**config.mk**
```make
export PLATFORM = sky130hd
export DESIGN_NAME = load_aware_request_dispatcher_flat
export DESIGN_NICKNAME = d
export VERILOG_FILES = /design/src/rtl/lard_pkg.sv /design/src/rtl/lard_req_if.sv /design/src/rtl/lard_rsp_if.sv /design/src/rtl/lard_cfg_if.sv /design/src/rtl/load_aware_request_dispatcher.sv /design/src/rtl/lard_ram.sv /design/src/rtl/lard_ctrl.sv /design/src/rtl/lard_dp.sv /design/src/flat_wrapper.sv
export SDC_FILE = /design/constraint.sdc
export NUM_CORES = 1
export LEC_CHECK = 0
export BUFFER_PORTS_ARGS = -buffer_cell sky130_fd_sc_hd__buf_2
export CAP_MARGIN = 10
export CORE_ASPECT_RATIO = 1.5
export CORE_MARGIN = 2
export CORE_UTILIZATION = 45
export CTS_BUF_LIST = sky130_fd_sc_hd__clkbuf_4 sky130_fd_sc_hd__clkbuf_8
export DETAILED_ROUTE_END_ITERATION = 8
export HOLD_SLACK_MARGIN = 0.08
export PLACE_DENSITY = 0.68
export REMOVE_ABC_BUFFERS = 1
export SKIP_CTS_REPAIR_TIMING = 1
export SYNTH_ARGS = -nofsm -noshare
export SYNTH_HDL_FRONTEND = slang
export SYNTH_SLANG_ARGS = --single-unit
export TNS_END_PERCENT = 1
```
**constraint.sdc**
```tcl
create_clock -name clk -period 4.97 [get_ports clk]
set_input_delay 0.994 -clock clk [delete_from_list [all_inputs] [get_ports clk]]
set_output_delay 0.994 -clock clk [all_outputs]
set_load 0.02 [all_outputs]
```
**src/rtl/lard_pkg.sv**
```systemverilog
// ----------------------------------------------------------------------------
// lard_pkg: shared types and constants of the load-aware request dispatcher
// Field widths, register codes, controller states and the command and status
// bundles that pass between the controller and the datapath.
// ----------------------------------------------------------------------------
package lard_pkg;

    localparam int MAX_BACKENDS = 16;
    localparam int LOAD_BITS    = 20;

    // Fixed field widths of the channels.
    localparam int ACTION_W = 1;
    localparam int TARGET_W = 4;
    localparam int AMOUNT_W = 20;
    localparam int COUNT_W  = 5;
    localparam int CFG_IDX_W  = 1;
    localparam int CFG_DATA_W = 5;

    // Derived internal widths.
    localparam int IDX_W  = (MAX_BACKENDS > 1) ? $clog2(MAX_BACKENDS) : 1;
    localparam int CNT_W  = $clog2(MAX_BACKENDS + 1);
    localparam int CALC_W = ((LOAD_BITS > AMOUNT_W) ? LOAD_BITS : AMOUNT_W) + 1;

    localparam logic [LOAD_BITS-1:0] LOAD_MAX = '1;
    localparam logic [COUNT_W-1:0]   COUNT_RESET = COUNT_W'(16);

    typedef enum logic [ACTION_W-1:0] {
        ACT_ROUTE = 1'b0,
        ACT_WRITE = 1'b1
    } action_t;

    typedef enum logic [CFG_IDX_W-1:0] {
        CFG_POLICY_MODE   = 1'b0,
        CFG_BACKEND_COUNT = 1'b1
    } cfg_index_t;

    typedef enum logic {
        POLICY_ROUND_ROBIN  = 1'b0,
        POLICY_LEAST_LOADED = 1'b1
    } policy_t;

    typedef enum logic [2:0] {
        ST_IDLE,
        ST_RR_PICK,
        ST_SCAN,
        ST_SCAN_LAST,
        ST_READ,
        ST_ADD,
        ST_WRITE,
        ST_FINISH
    } state_t;

    typedef struct packed {
        logic latch_item;
        logic rr_pick;
        logic scan_issue;
        logic sel_read;
        logic do_add;
        logic do_write;
        logic out_load;
    } lard_cmd_t;

    typedef struct packed {
        logic    is_write;
        policy_t policy;
        logic    scan_last;
        logic    out_free;
    } lard_status_t;

    // Number of backends in use: zero acts as one, and the count is capped
    // at the size of the load store.
    function automatic logic [CNT_W-1:0] active_count(logic [COUNT_W-1:0] c);
        int v;
        v = int'(c);
        if (v == 0)
        begin
            v = 1;
        end
        if (v > MAX_BACKENDS)
        begin
            v = MAX_BACKENDS;
        end
        return CNT_W'(v);
    endfunction

endpackage

```
**src/rtl/lard_req_if.sv**
```systemverilog
// ----------------------------------------------------------------------------
// lard_req_if: request channel
// Valid/ready channel carrying one dispatcher request item.
// ----------------------------------------------------------------------------
interface lard_req_if;
    import lard_pkg::*;

    logic                valid;
    logic                ready;
    logic [ACTION_W-1:0] action;
    logic [TARGET_W-1:0] target_index;
    logic [AMOUNT_W-1:0] amount;

    modport source (output valid, output action, output target_index,
                    output amount, input ready);
    modport sink   (input valid, input action, input target_index,
                    input amount, output ready);
endinterface

```
**src/rtl/lard_rsp_if.sv**
```systemverilog
// ----------------------------------------------------------------------------
// lard_rsp_if: result channel
// Valid/ready channel carrying one dispatcher result item.
// ----------------------------------------------------------------------------
interface lard_rsp_if;
    import lard_pkg::*;

    logic                valid;
    logic                ready;
    logic [TARGET_W-1:0] chosen_backend;
    logic [AMOUNT_W-1:0] new_load;
    logic                saturated;

    modport source (output valid, output chosen_backend, output new_load,
                    output saturated, input ready);
    modport sink   (input valid, input chosen_backend, input new_load,
                    input saturated, output ready);
endinterface

```
**src/rtl/lard_cfg_if.sv**
```systemverilog
// ----------------------------------------------------------------------------
// lard_cfg_if: configuration write channel
// Valid/ready channel carrying a register index and its write data.
// ----------------------------------------------------------------------------
interface lard_cfg_if;
    import lard_pkg::*;

    logic                  valid;
    logic                  ready;
    logic [CFG_IDX_W-1:0]  index;
    logic [CFG_DATA_W-1:0] data;

    modport source (output valid, output index, output data, input ready);
    modport sink   (input valid, input index, input data, output ready);
endinterface

```
**src/rtl/load_aware_request_dispatcher.sv**
```systemverilog
// ----------------------------------------------------------------------------
// load_aware_request_dispatcher: round-robin and least-loaded dispatcher
// Routes each request to one backend, keeps a saturating load counter per
// backend and reports the chosen backend with its new load.
// ----------------------------------------------------------------------------
//
//  Channel  Direction  Contents
//  -------  ---------  ------------------------------------------------------
//  req      in         action, target_index, amount (one item per request)
//  rsp      out        chosen_backend, new_load, saturated (one per item)
//  cfg      in         index, data (0: policy_mode, 1: backend_count)
//
// A load write passes through the write and finish states, a round-robin
// request through the pick, read, add and finish states, and a least-loaded
// request through the scan, last-scan, read, add and finish states; the scan
// reads the load store one entry per cycle through its single read port, over
// the N backends in use. A new item is taken only in the idle state, once the
// result of the last one has been loaded into the output register.
// Reset clears the configuration, the rotation pointer and the per-entry
// valid bits, so every load reads as zero right after reset; no clearing
// pass is needed. A stalled result sits in the output register while the
// block is already ready for the next item; that item completes once the
// register is free.
//
module load_aware_request_dispatcher (
    input logic         clk,
    input logic         rst_n,
    lard_req_if.sink    req,
    lard_rsp_if.source  rsp,
    lard_cfg_if.sink    cfg
);
    import lard_pkg::*;

    lard_cmd_t    cmd;
    lard_status_t status;
    logic         in_ready;

    // Configuration writes are taken at any time.
    assign cfg.ready = 1'b1;
    assign req.ready = in_ready;

    // The controller only sequences; all state of the item lives in the
    // datapath.
    lard_ctrl u_ctrl (
        .clk      (clk),
        .rst_n    (rst_n),
        .in_valid (req.valid),
        .in_ready (in_ready),
        .status   (status),
        .cmd      (cmd)
    );

    lard_dp u_dp (
        .clk                (clk),
        .rst_n              (rst_n),
        .cmd                (cmd),
        .status             (status),
        .in_action          (req.action),
        .in_target_index    (req.target_index),
        .in_amount          (req.amount),
        .cfg_we             (cfg.valid),
        .cfg_index          (cfg.index),
        .cfg_data           (cfg.data),
        .out_valid          (rsp.valid),
        .out_ready          (rsp.ready),
        .out_chosen_backend (rsp.chosen_backend),
        .out_new_load       (rsp.new_load),
        .out_saturated      (rsp.saturated)
    );
endmodule

```
**src/rtl/lard_ram.sv**
```systemverilog
// ----------------------------------------------------------------------------
// lard_ram: generic single-write, single-read RAM
// One write port and one read port with registered read data.
// ----------------------------------------------------------------------------
module lard_ram #(
    parameter int WIDTH = 8,
    parameter int DEPTH = 16
) (
    input  logic                     clk,
    input  logic                     we,
    input  logic [$clog2(DEPTH)-1:0] waddr,
    input  logic [WIDTH-1:0]         wdata,
    input  logic [$clog2(DEPTH)-1:0] raddr,
    output logic [WIDTH-1:0]         rdata
);
    logic [WIDTH-1:0] mem [DEPTH];

    always_ff @(posedge clk)
    begin
        if (we)
        begin
            mem[waddr] <= wdata;
        end
        rdata <= mem[raddr];
    end
endmodule

```
**src/rtl/lard_ctrl.sv**
```systemverilog
// ----------------------------------------------------------------------------
// lard_ctrl: dispatcher controller
// State machine that sequences the pick, the load update and the result.
// ----------------------------------------------------------------------------
module lard_ctrl (
    input  logic                   clk,
    input  logic                   rst_n,
    input  logic                   in_valid,
    output logic                   in_ready,
    input  lard_pkg::lard_status_t status,
    output lard_pkg::lard_cmd_t    cmd
);
    import lard_pkg::*;

    state_t state_reg;
    state_t state_next;

    always_ff @(posedge clk or negedge rst_n)
    begin
        if (!rst_n)
        begin
            state_reg <= ST_IDLE;
        end
        else
        begin
            state_reg <= state_next;
        end
    end

    always_comb
    begin
        state_next = state_reg;
        unique case (state_reg)
            ST_IDLE:
            begin
                if (in_valid)
                begin
                    priority if (status.is_write)
                    begin
                        state_next = ST_WRITE;
                    end
                    else if (status.policy == POLICY_LEAST_LOADED)
                    begin
                        state_next = ST_SCAN;
                    end
                    else
                    begin
                        state_next = ST_RR_PICK;
                    end
                end
            end
            ST_RR_PICK:   state_next = ST_READ;
            ST_SCAN:
            begin
                if (status.scan_last)
                begin
                    state_next = ST_SCAN_LAST;
                end
            end
            ST_SCAN_LAST: state_next = ST_READ;
            ST_READ:      state_next = ST_ADD;
            ST_ADD:       state_next = ST_FINISH;
            ST_WRITE:     state_next = ST_FINISH;
            ST_FINISH:
            begin
                if (status.out_free)
                begin
                    state_next = ST_IDLE;
                end
            end
            default:      state_next = ST_IDLE;
        endcase
    end

    always_comb
    begin
        cmd      = '0;
        in_ready = 1'b0;
        unique case (state_reg)
            ST_IDLE:
            begin
                in_ready       = 1'b1;
                cmd.latch_item = in_valid;
            end
            ST_RR_PICK:   cmd.rr_pick    = 1'b1;
            ST_SCAN:      cmd.scan_issue = 1'b1;
            ST_SCAN_LAST: cmd            = '0;
            ST_READ:      cmd.sel_read   = 1'b1;
            ST_ADD:       cmd.do_add     = 1'b1;
            ST_WRITE:     cmd.do_write   = 1'b1;
            ST_FINISH:    cmd.out_load   = status.out_free;
            default:      cmd            = '0;
        endcase
    end
endmodule

```
**src/rtl/lard_dp.sv**
```systemverilog
// ----------------------------------------------------------------------------
// lard_dp: dispatcher datapath
// Configuration registers, load store, scan and pick logic, saturating
// update and the output register.
// ----------------------------------------------------------------------------
module lard_dp (
    input  logic                            clk,
    input  logic                            rst_n,
    input  lard_pkg::lard_cmd_t             cmd,
    output lard_pkg::lard_status_t          status,
    input  logic [lard_pkg::ACTION_W-1:0]   in_action,
    input  logic [lard_pkg::TARGET_W-1:0]   in_target_index,
    input  logic [lard_pkg::AMOUNT_W-1:0]   in_amount,
    input  logic                            cfg_we,
    input  logic [lard_pkg::CFG_IDX_W-1:0]  cfg_index,
    input  logic [lard_pkg::CFG_DATA_W-1:0] cfg_data,
    output logic                            out_valid,
    input  logic                            out_ready,
    output logic [lard_pkg::TARGET_W-1:0]   out_chosen_backend,
    output logic [lard_pkg::AMOUNT_W-1:0]   out_new_load,
    output logic                            out_saturated
);
    import lard_pkg::*;

    // Configuration.
    policy_t             policy_reg;
    logic [COUNT_W-1:0]  count_reg;
    logic [CNT_W-1:0]    n_active;

    // Latched item.
    logic [TARGET_W-1:0] target_reg;
    logic [AMOUNT_W-1:0] amount_reg;

    // Pick and scan state.
    logic [IDX_W-1:0]     ptr_reg;
    logic [IDX_W-1:0]     scan_idx_reg;
    logic [IDX_W-1:0]     sel_idx_reg;
    logic [IDX_W-1:0]     rd_addr_reg;
    logic                 cmp_pend_reg;
    logic [LOAD_BITS-1:0] best_load_reg;
    logic [MAX_BACKENDS-1:0] valid_reg;

    // Result staging and output register.
    logic [TARGET_W-1:0] res_idx_reg;
    logic [AMOUNT_W-1:0] res_load_reg;
    logic                res_sat_reg;
    logic                out_valid_reg;
    logic [TARGET_W-1:0] out_idx_reg;
    logic [AMOUNT_W-1:0] out_load_reg;
    logic                out_sat_reg;

    // Store ports.
    logic                 ram_we;
    logic [IDX_W-1:0]     ram_waddr;
    logic [LOAD_BITS-1:0] ram_wdata;
    logic [IDX_W-1:0]     ram_raddr;
    logic [LOAD_BITS-1:0] ram_rdata;
    logic [LOAD_BITS-1:0] eff_load;

    // Combinational helpers.
    logic [IDX_W-1:0]     rr_pick;
    logic [IDX_W-1:0]     rr_ptr_next;
    logic [CALC_W-1:0]    add_sum;
    logic                 add_sat;
    logic [LOAD_BITS-1:0] add_load;
    logic                 wr_in_range;
    logic                 wr_sat;
    logic [LOAD_BITS-1:0] wr_load;

    assign n_active = active_count(count_reg);

    lard_ram #(
        .WIDTH (LOAD_BITS),
        .DEPTH (MAX_BACKENDS)
    ) u_load_ram (
        .clk   (clk),
        .we    (ram_we),
        .waddr (ram_waddr),
        .wdata (ram_wdata),
        .raddr (ram_raddr),
        .rdata (ram_rdata)
    );

    // An entry never written since reset reads as zero.
    assign eff_load  = valid_reg[rd_addr_reg] ? ram_rdata : '0;
    assign ram_raddr = cmd.scan_issue ? scan_idx_reg : sel_idx_reg;

    always_comb
    begin
        rr_pick = (CNT_W'(ptr_reg) >= n_active) ? '0 : ptr_reg;
        rr_ptr_next = ((CNT_W'(rr_pick) + CNT_W'(1)) >= n_active) ? '0
                                                                  : rr_pick + IDX_W'(1);
    end

    always_comb
    begin
        add_sum  = CALC_W'(eff_load) + CALC_W'(amount_reg);
        add_sat  = add_sum > CALC_W'(LOAD_MAX);
        add_load = add_sat ? LOAD_MAX : LOAD_BITS'(add_sum);

        wr_in_range = 32'(target_reg) < 32'(MAX_BACKENDS);
        wr_sat      = CALC_W'(amount_reg) > CALC_W'(LOAD_MAX);
        wr_load     = wr_sat ? LOAD_MAX : LOAD_BITS'(amount_reg);
    end

    always_comb
    begin
        ram_we    = 1'b0;
        ram_waddr = sel_idx_reg;
        ram_wdata = add_load;
        priority if (cmd.do_add)
        begin
            ram_we = 1'b1;
        end
        else if (cmd.do_write)
        begin
            ram_we    = wr_in_range;
            ram_waddr = IDX_W'(target_reg);
            ram_wdata = wr_load;
        end
    end

    always_comb
    begin
        status.is_write  = (in_action == ACT_WRITE);
        status.policy    = policy_reg;
        status.scan_last = (CNT_W'(scan_idx_reg) + CNT_W'(1)) >= n_active;
        status.out_free  = !out_valid_reg || out_ready;
    end

    // Control state.
    always_ff @(posedge clk or negedge rst_n)
    begin
        if (!rst_n)
        begin
            policy_reg    <= POLICY_ROUND_ROBIN;
            count_reg     <= COUNT_RESET;
            ptr_reg       <= '0;
            valid_reg     <= '0;
            cmp_pend_reg  <= 1'b0;
            out_valid_reg <= 1'b0;
        end
        else
        begin
            if (cfg_we)
            begin
                unique case (cfg_index)
                    CFG_POLICY_MODE:   policy_reg <= policy_t'(cfg_data[0]);
                    CFG_BACKEND_COUNT: count_reg  <= COUNT_W'(cfg_data);
                    default:           count_reg  <= count_reg;
                endcase
            end
            if (cmd.rr_pick)
            begin
                ptr_reg <= rr_ptr_next;
            end
            if (ram_we)
            begin
                valid_reg[ram_waddr] <= 1'b1;
            end
            cmp_pend_reg <= cmd.scan_issue;
            priority if (cmd.out_load)
            begin
                out_valid_reg <= 1'b1;
            end
            else if (out_ready)
            begin
                out_valid_reg <= 1'b0;
            end
        end
    end

    // Payload registers.
    always_ff @(posedge clk)
    begin
        if (cmd.latch_item)
        begin
            target_reg   <= in_target_index;
            amount_reg   <= in_amount;
            scan_idx_reg <= '0;
        end
        if (cmd.scan_issue)
        begin
            scan_idx_reg <= scan_idx_reg + IDX_W'(1);
        end
        if (cmd.scan_issue || cmd.sel_read)
        begin
            rd_addr_reg <= ram_raddr;
        end
        if (cmd.rr_pick)
        begin
            sel_idx_reg <= rr_pick;
        end
        // Strict compare keeps the lowest index on ties.
        if (cmp_pend_reg)
        begin
            if ((rd_addr_reg == '0) || (eff_load < best_load_reg))
            begin
                best_load_reg <= eff_load;
                sel_idx_reg   <= rd_addr_reg;
            end
        end
        if (cmd.do_add)
        begin
            res_idx_reg  <= TARGET_W'(sel_idx_reg);
            res_load_reg <= AMOUNT_W'(add_load);
            res_sat_reg  <= add_sat;
        end
        if (cmd.do_write)
        begin
            res_idx_reg  <= target_reg;
            res_load_reg <= wr_in_range ? AMOUNT_W'(wr_load) : '0;
            res_sat_reg  <= wr_in_range && wr_sat;
        end
        if (cmd.out_load)
        begin
            out_idx_reg  <= res_idx_reg;
            out_load_reg <= res_load_reg;
            out_sat_reg  <= res_sat_reg;
        end
    end

    assign out_valid          = out_valid_reg;
    assign out_chosen_backend = out_idx_reg;
    assign out_new_load       = out_load_reg;
    assign out_saturated      = out_sat_reg;
endmodule
```
**src/flat_wrapper.sv**
```systemverilog
// flat-port wrapper written by rule: the top's interface ports become plain ports
module load_aware_request_dispatcher_flat import lard_pkg::*;
  (clk, rst_n, req_valid, req_action, req_target_index, req_amount, req_ready, rsp_valid, rsp_chosen_backend, rsp_new_load, rsp_saturated, rsp_ready, cfg_valid, cfg_index, cfg_data, cfg_ready);
  lard_req_if req_i ();
  lard_rsp_if rsp_i ();
  lard_cfg_if cfg_i ();
  input logic clk;
  input logic rst_n;
  input wire logic [$bits(req_i.valid)-1:0] req_valid;
  input wire logic [$bits(req_i.action)-1:0] req_action;
  input wire logic [$bits(req_i.target_index)-1:0] req_target_index;
  input wire logic [$bits(req_i.amount)-1:0] req_amount;
  output wire logic [$bits(req_i.ready)-1:0] req_ready;
  output wire logic [$bits(rsp_i.valid)-1:0] rsp_valid;
  output wire logic [$bits(rsp_i.chosen_backend)-1:0] rsp_chosen_backend;
  output wire logic [$bits(rsp_i.new_load)-1:0] rsp_new_load;
  output wire logic [$bits(rsp_i.saturated)-1:0] rsp_saturated;
  input wire logic [$bits(rsp_i.ready)-1:0] rsp_ready;
  input wire logic [$bits(cfg_i.valid)-1:0] cfg_valid;
  input wire logic [$bits(cfg_i.index)-1:0] cfg_index;
  input wire logic [$bits(cfg_i.data)-1:0] cfg_data;
  output wire logic [$bits(cfg_i.ready)-1:0] cfg_ready;
  assign req_i.valid = req_valid;
  assign req_i.action = req_action;
  assign req_i.target_index = req_target_index;
  assign req_i.amount = req_amount;
  assign req_ready = req_i.ready;
  assign rsp_valid = rsp_i.valid;
  assign rsp_chosen_backend = rsp_i.chosen_backend;
  assign rsp_new_load = rsp_i.new_load;
  assign rsp_saturated = rsp_i.saturated;
  assign rsp_i.ready = rsp_ready;
  assign cfg_i.valid = cfg_valid;
  assign cfg_i.index = cfg_index;
  assign cfg_i.data = cfg_data;
  assign cfg_ready = cfg_i.ready;
  load_aware_request_dispatcher u_core (.clk(clk), .rst_n(rst_n), .req(req_i), .rsp(rsp_i), .cfg(cfg_i));
endmodule
```
==> qor.yml <==
drt_drc_violations_left: 0
critical_path_arrival_ns: 4.98
yosys_warnings: 0
p_seq_share_pct: 40.6
slew-limit-headroom_pct: 33.1
place_hpwl_mm: 31.6
synth_flop_cell: "sky130_fd_sc_hd__edfxtp_1"
die_w_um: 177
post_synth_main_area_contributors: "sky130_fd_sc_hd__edfxtp_1, sky130_fd_sc_hd__nand2_1, sky130_fd_sc_hd__nand3_1"
netSwitchingPower_uw: 6830
timing.fmax_mhz: 213
detail_route.vias_per_cell: 5.65
criticalPathCategory: "reg2reg"
critical_path.max_stage_delay_ns: 0.52
endpoint_kind: "flip-flop"
library_cell_appearing_most_often_on_the_critical_path: "sky130_fd_sc_hd__a21oi_1"
fp.dieArea_mm2: 0.0466
netlist.top_cell.by_area: "sky130_fd_sc_hd__edfxtp_1"
initial_core_util_pct: 45.2
worst-r2r-setup-slack_ns: 0.28
core_area_mm2: 0.0446
power_report.internal_total_uw: 11100
synth_seq_area_share_pct: 69.0
critical_path_maximum_fanout: 20
most_frequent_cells_after_synthesis: "sky130_fd_sc_hd__edfxtp_1, sky130_fd_sc_hd__nand2_1, sky130_fd_sc_hd__nand3_1"
grt_pass1_wl_mm: 76.5
clock_insertion_delay_at_the_later_pin_of_the_skew_report_ns: 0.64
synthesis.area_mm2: 0.0202
final_max_slew_viol_count: 0
post_synthesis_register_bit_count: 477
synthCells: 1590
outcome: "finished clean"
ant_nets: 0
antenna_found_initial: 2
postSynthAreaPerCell_um2: 12.7
port_buffers: 62
area.growth.synth_to_final_pct: 13.9
worst_hold_path_startpoint: "u_core.u_dp.res_load_reg[18]"
cp_data_required_time_ns: 5.26
die_height_um: 263
rr_startpoint: "u_core.u_dp.rd_addr_reg[0]"
cp_cell_sequence: "buf_4 -> mux2i_1 -> a21oi_1 -> mux4_2 -> nor2_1 -> buf_4 -> nor2b_1 -> ha_1 -> a21o_1 -> a21oi_1 -> a21oi_1 -> o2111ai_2 -> o21a_1 -> nand2_1 -> buf_12 -> o32a_1"
clock_tree.root_cell: "sky130_fd_sc_hd__clkbuf_8"
holdWs_ns: 0.419
postLayoutCoreUtil_pct: 51.5
min_period_ns: 4.69
regMostFlops: "u_core.u_dp.u_load_ram.mem"
route.vias.total: 13220
yosys.cell_types.count: 57
post_drt_wl_per_cell_um: 21.8
clockPowerShare_pct: 17.9
p_leak_uw: 0.00858
p_sw_share_pct: 38.2
finClkSkew_ns: 0.0330
gp_routability_congestion: 0.965
grt_start_max_net_pins: 161
cellPowerDensity_mw_per_mm2: 779
crit_start: "u_core.u_dp.rd_addr_reg[0]"
total_clock_buffers_created_by_cts: 68
boundaryPins: 64
rsz_0062_raised_after_global_routing: "false"
final.period_utilization_pct: 94.4
cts_tree: "yes"
max-cap-violations: 0
synth.most_common_cell: "sky130_fd_sc_hd__edfxtp_1"
row_count: 95
synthArstFlopShare_pct: 6.50
overflow: 0
cts.htree.levels: 3
report.final.hold_viol_count: 0
fin_nets: 1793
global_route.usage.total_pct: 22.1
synth.top_cell.area_share_pct: 62.7
start_kind: "flip-flop"
max_slew.worst_pin.slew_ns: 1.00
slowest_stage: "sky130_fd_sc_hd__o32a_1"
cts-root-to-sink-buffers: 3
finalSetupViolations: 0
timing.hold.worst.class: "reg2reg"
power.share.combinational_pct: 41.5
power.ir.vdd_worst_v: 0.000535
grt_pass1_vias: 13101
wirelength_mm: 51.0
drt_pass1_iterations: 6
count_of_flip_flops_with_a_built_in_enable_after_synthesis: 421
fraction_of_final_layout_cells_sized_beyond_drive_strength_1_pct: 16.9
max_reg_flops: 320
clkSlewWorstSetupHoldPaths_ns: 0.06
detailedRoute.firstIterationViolations: 1215
numClockSinks: 477
[cells by family after synthesis]
logic type / Yosys count / share of synthesized area (%)
AOI/OAI and AO/OA: 208 / 7.28
DFF: 477 / 69.0
adders and majority gates: 56 / 3.51
other: 1 / 0.0186
muxes: 28 / 1.70
and+or+nand+nor: 676 / 15.0
buffers and inverters: 124 / 2.58
xor gates and xnor gates: 20 / 0.869
[cell usage in the layout, fill, tap and decap left out, types with 29 or more instances in the layout]
| cell type | netlist | routed |
|---|---|---|
| sky130_fd_sc_hd__inv_1 | 40 | 40 |
| sky130_fd_sc_hd__a21oi_1 | 30 | 30 |
| sky130_fd_sc_hd__a31oi_1 | 43 | 43 |
| sky130_fd_sc_hd__nor2_1 | 46 | 30 |
| sky130_fd_sc_hd__buf_2 | 26 | 62 |
| sky130_fd_sc_hd__dfrtp_1 | 30 | 30 |
| sky130_fd_sc_hd__edfxtp_1 | 421 | 421 |
| sky130_fd_sc_hd__nor2b_1 | 30 | 29 |
| sky130_fd_sc_hd__clkbuf_8 | 0 | 75 |
| sky130_fd_sc_hd__buf_4 | 6 | 48 |
| sky130_fd_sc_hd__ha_1 | 55 | 55 |
| sky130_fd_sc_hd__nand2_1 | 352 | 352 |
| sky130_fd_sc_hd__a311oi_1 | 40 | 40 |
| sky130_fd_sc_hd__nand3_1 | 169 | 169 |
[through the flow]
step | cells | TNS (ns) | worst slack, ns | total power (uW) | instance area, um^2
global route | 2338 | 0 | 0.0393 | 18900 | 23000
CTS | 2335 | 0 | 0.101 | 17900 | 22900
global placement | 2211 | 0 | 0.305 | 14500 | 21500
floorplan | 1508 | -27.97 | -1.15 | 11900 | 19800
finish | 2338 | 0 | 0.278 | 17900 | 23000
detailed placement | 2211 | 0 | 0.117 | 14700 | 21500
[final cells by class]
cell class                 instances  area, um^2
timing repair buffer             123         931
multi-input combinational        989        5800
fill                            3732       21600
clock buffer                      95        1180
tap                              582         728
sequential                       477       13900
antenna                            1        2.50
clock inverter                    29         248
inverter                          42         160
[critical path: cells and delay by family (launching register included)]
family | cells | cell delay [ns]
buffers and inverters | 3 | 0.70
multiplexers | 2 | 0.75
AO/OA/AOI/OAI | 7 | 1.79
flip-flops | 1 | 0.32
AND/OR/NAND/NOR | 3 | 0.41
adder cells (fa/ha/maj) | 1 | 0.38
[layer usage]
layer  global-route usage [%]  share of wire, %  vias to the layer above
met5                        0             0.022                        -
met4                     12.6               5.1                        2
met3                     3.83               7.0                      144
met2                     36.8                49                      534
met1                     27.0                38                     6475
li1                         -                 -                     6065
[power by group through the flow]
| stage | combinational (uW) | sequential, uW | clock [uW] |
|---|---|---|---|
| after floorplan | 4570 | 7340 | 0 |
| after global placement | 7130 | 7340 | 0 |
| after detailed placement | 7320 | 7350 | 0 |
| after CTS | 7350 | 7270 | 3260 |
| after global routing | 8130 | 7330 | 3410 |
| final | 7420 | 7260 | 3210 |
[path summary, 6_finish.rpt]
path | to | depth (start not counted)
setup reg to reg | u_core.u_dp.u_load_ram.mem[0][19] | 16
setup / recovery | u_core.u_dp.u_load_ram.mem[0][19] | 16
hold reg to reg | u_core.u_dp.out_new_load[18] | 0
hold / removal | u_core.u_dp.out_new_load[18] | 0
min in group asynchronous | u_core.u_dp.valid_reg[13] | 1
max in group asynchronous | u_core.u_dp.count_reg[0] | 1
Power figures use the tool's default switching activity.
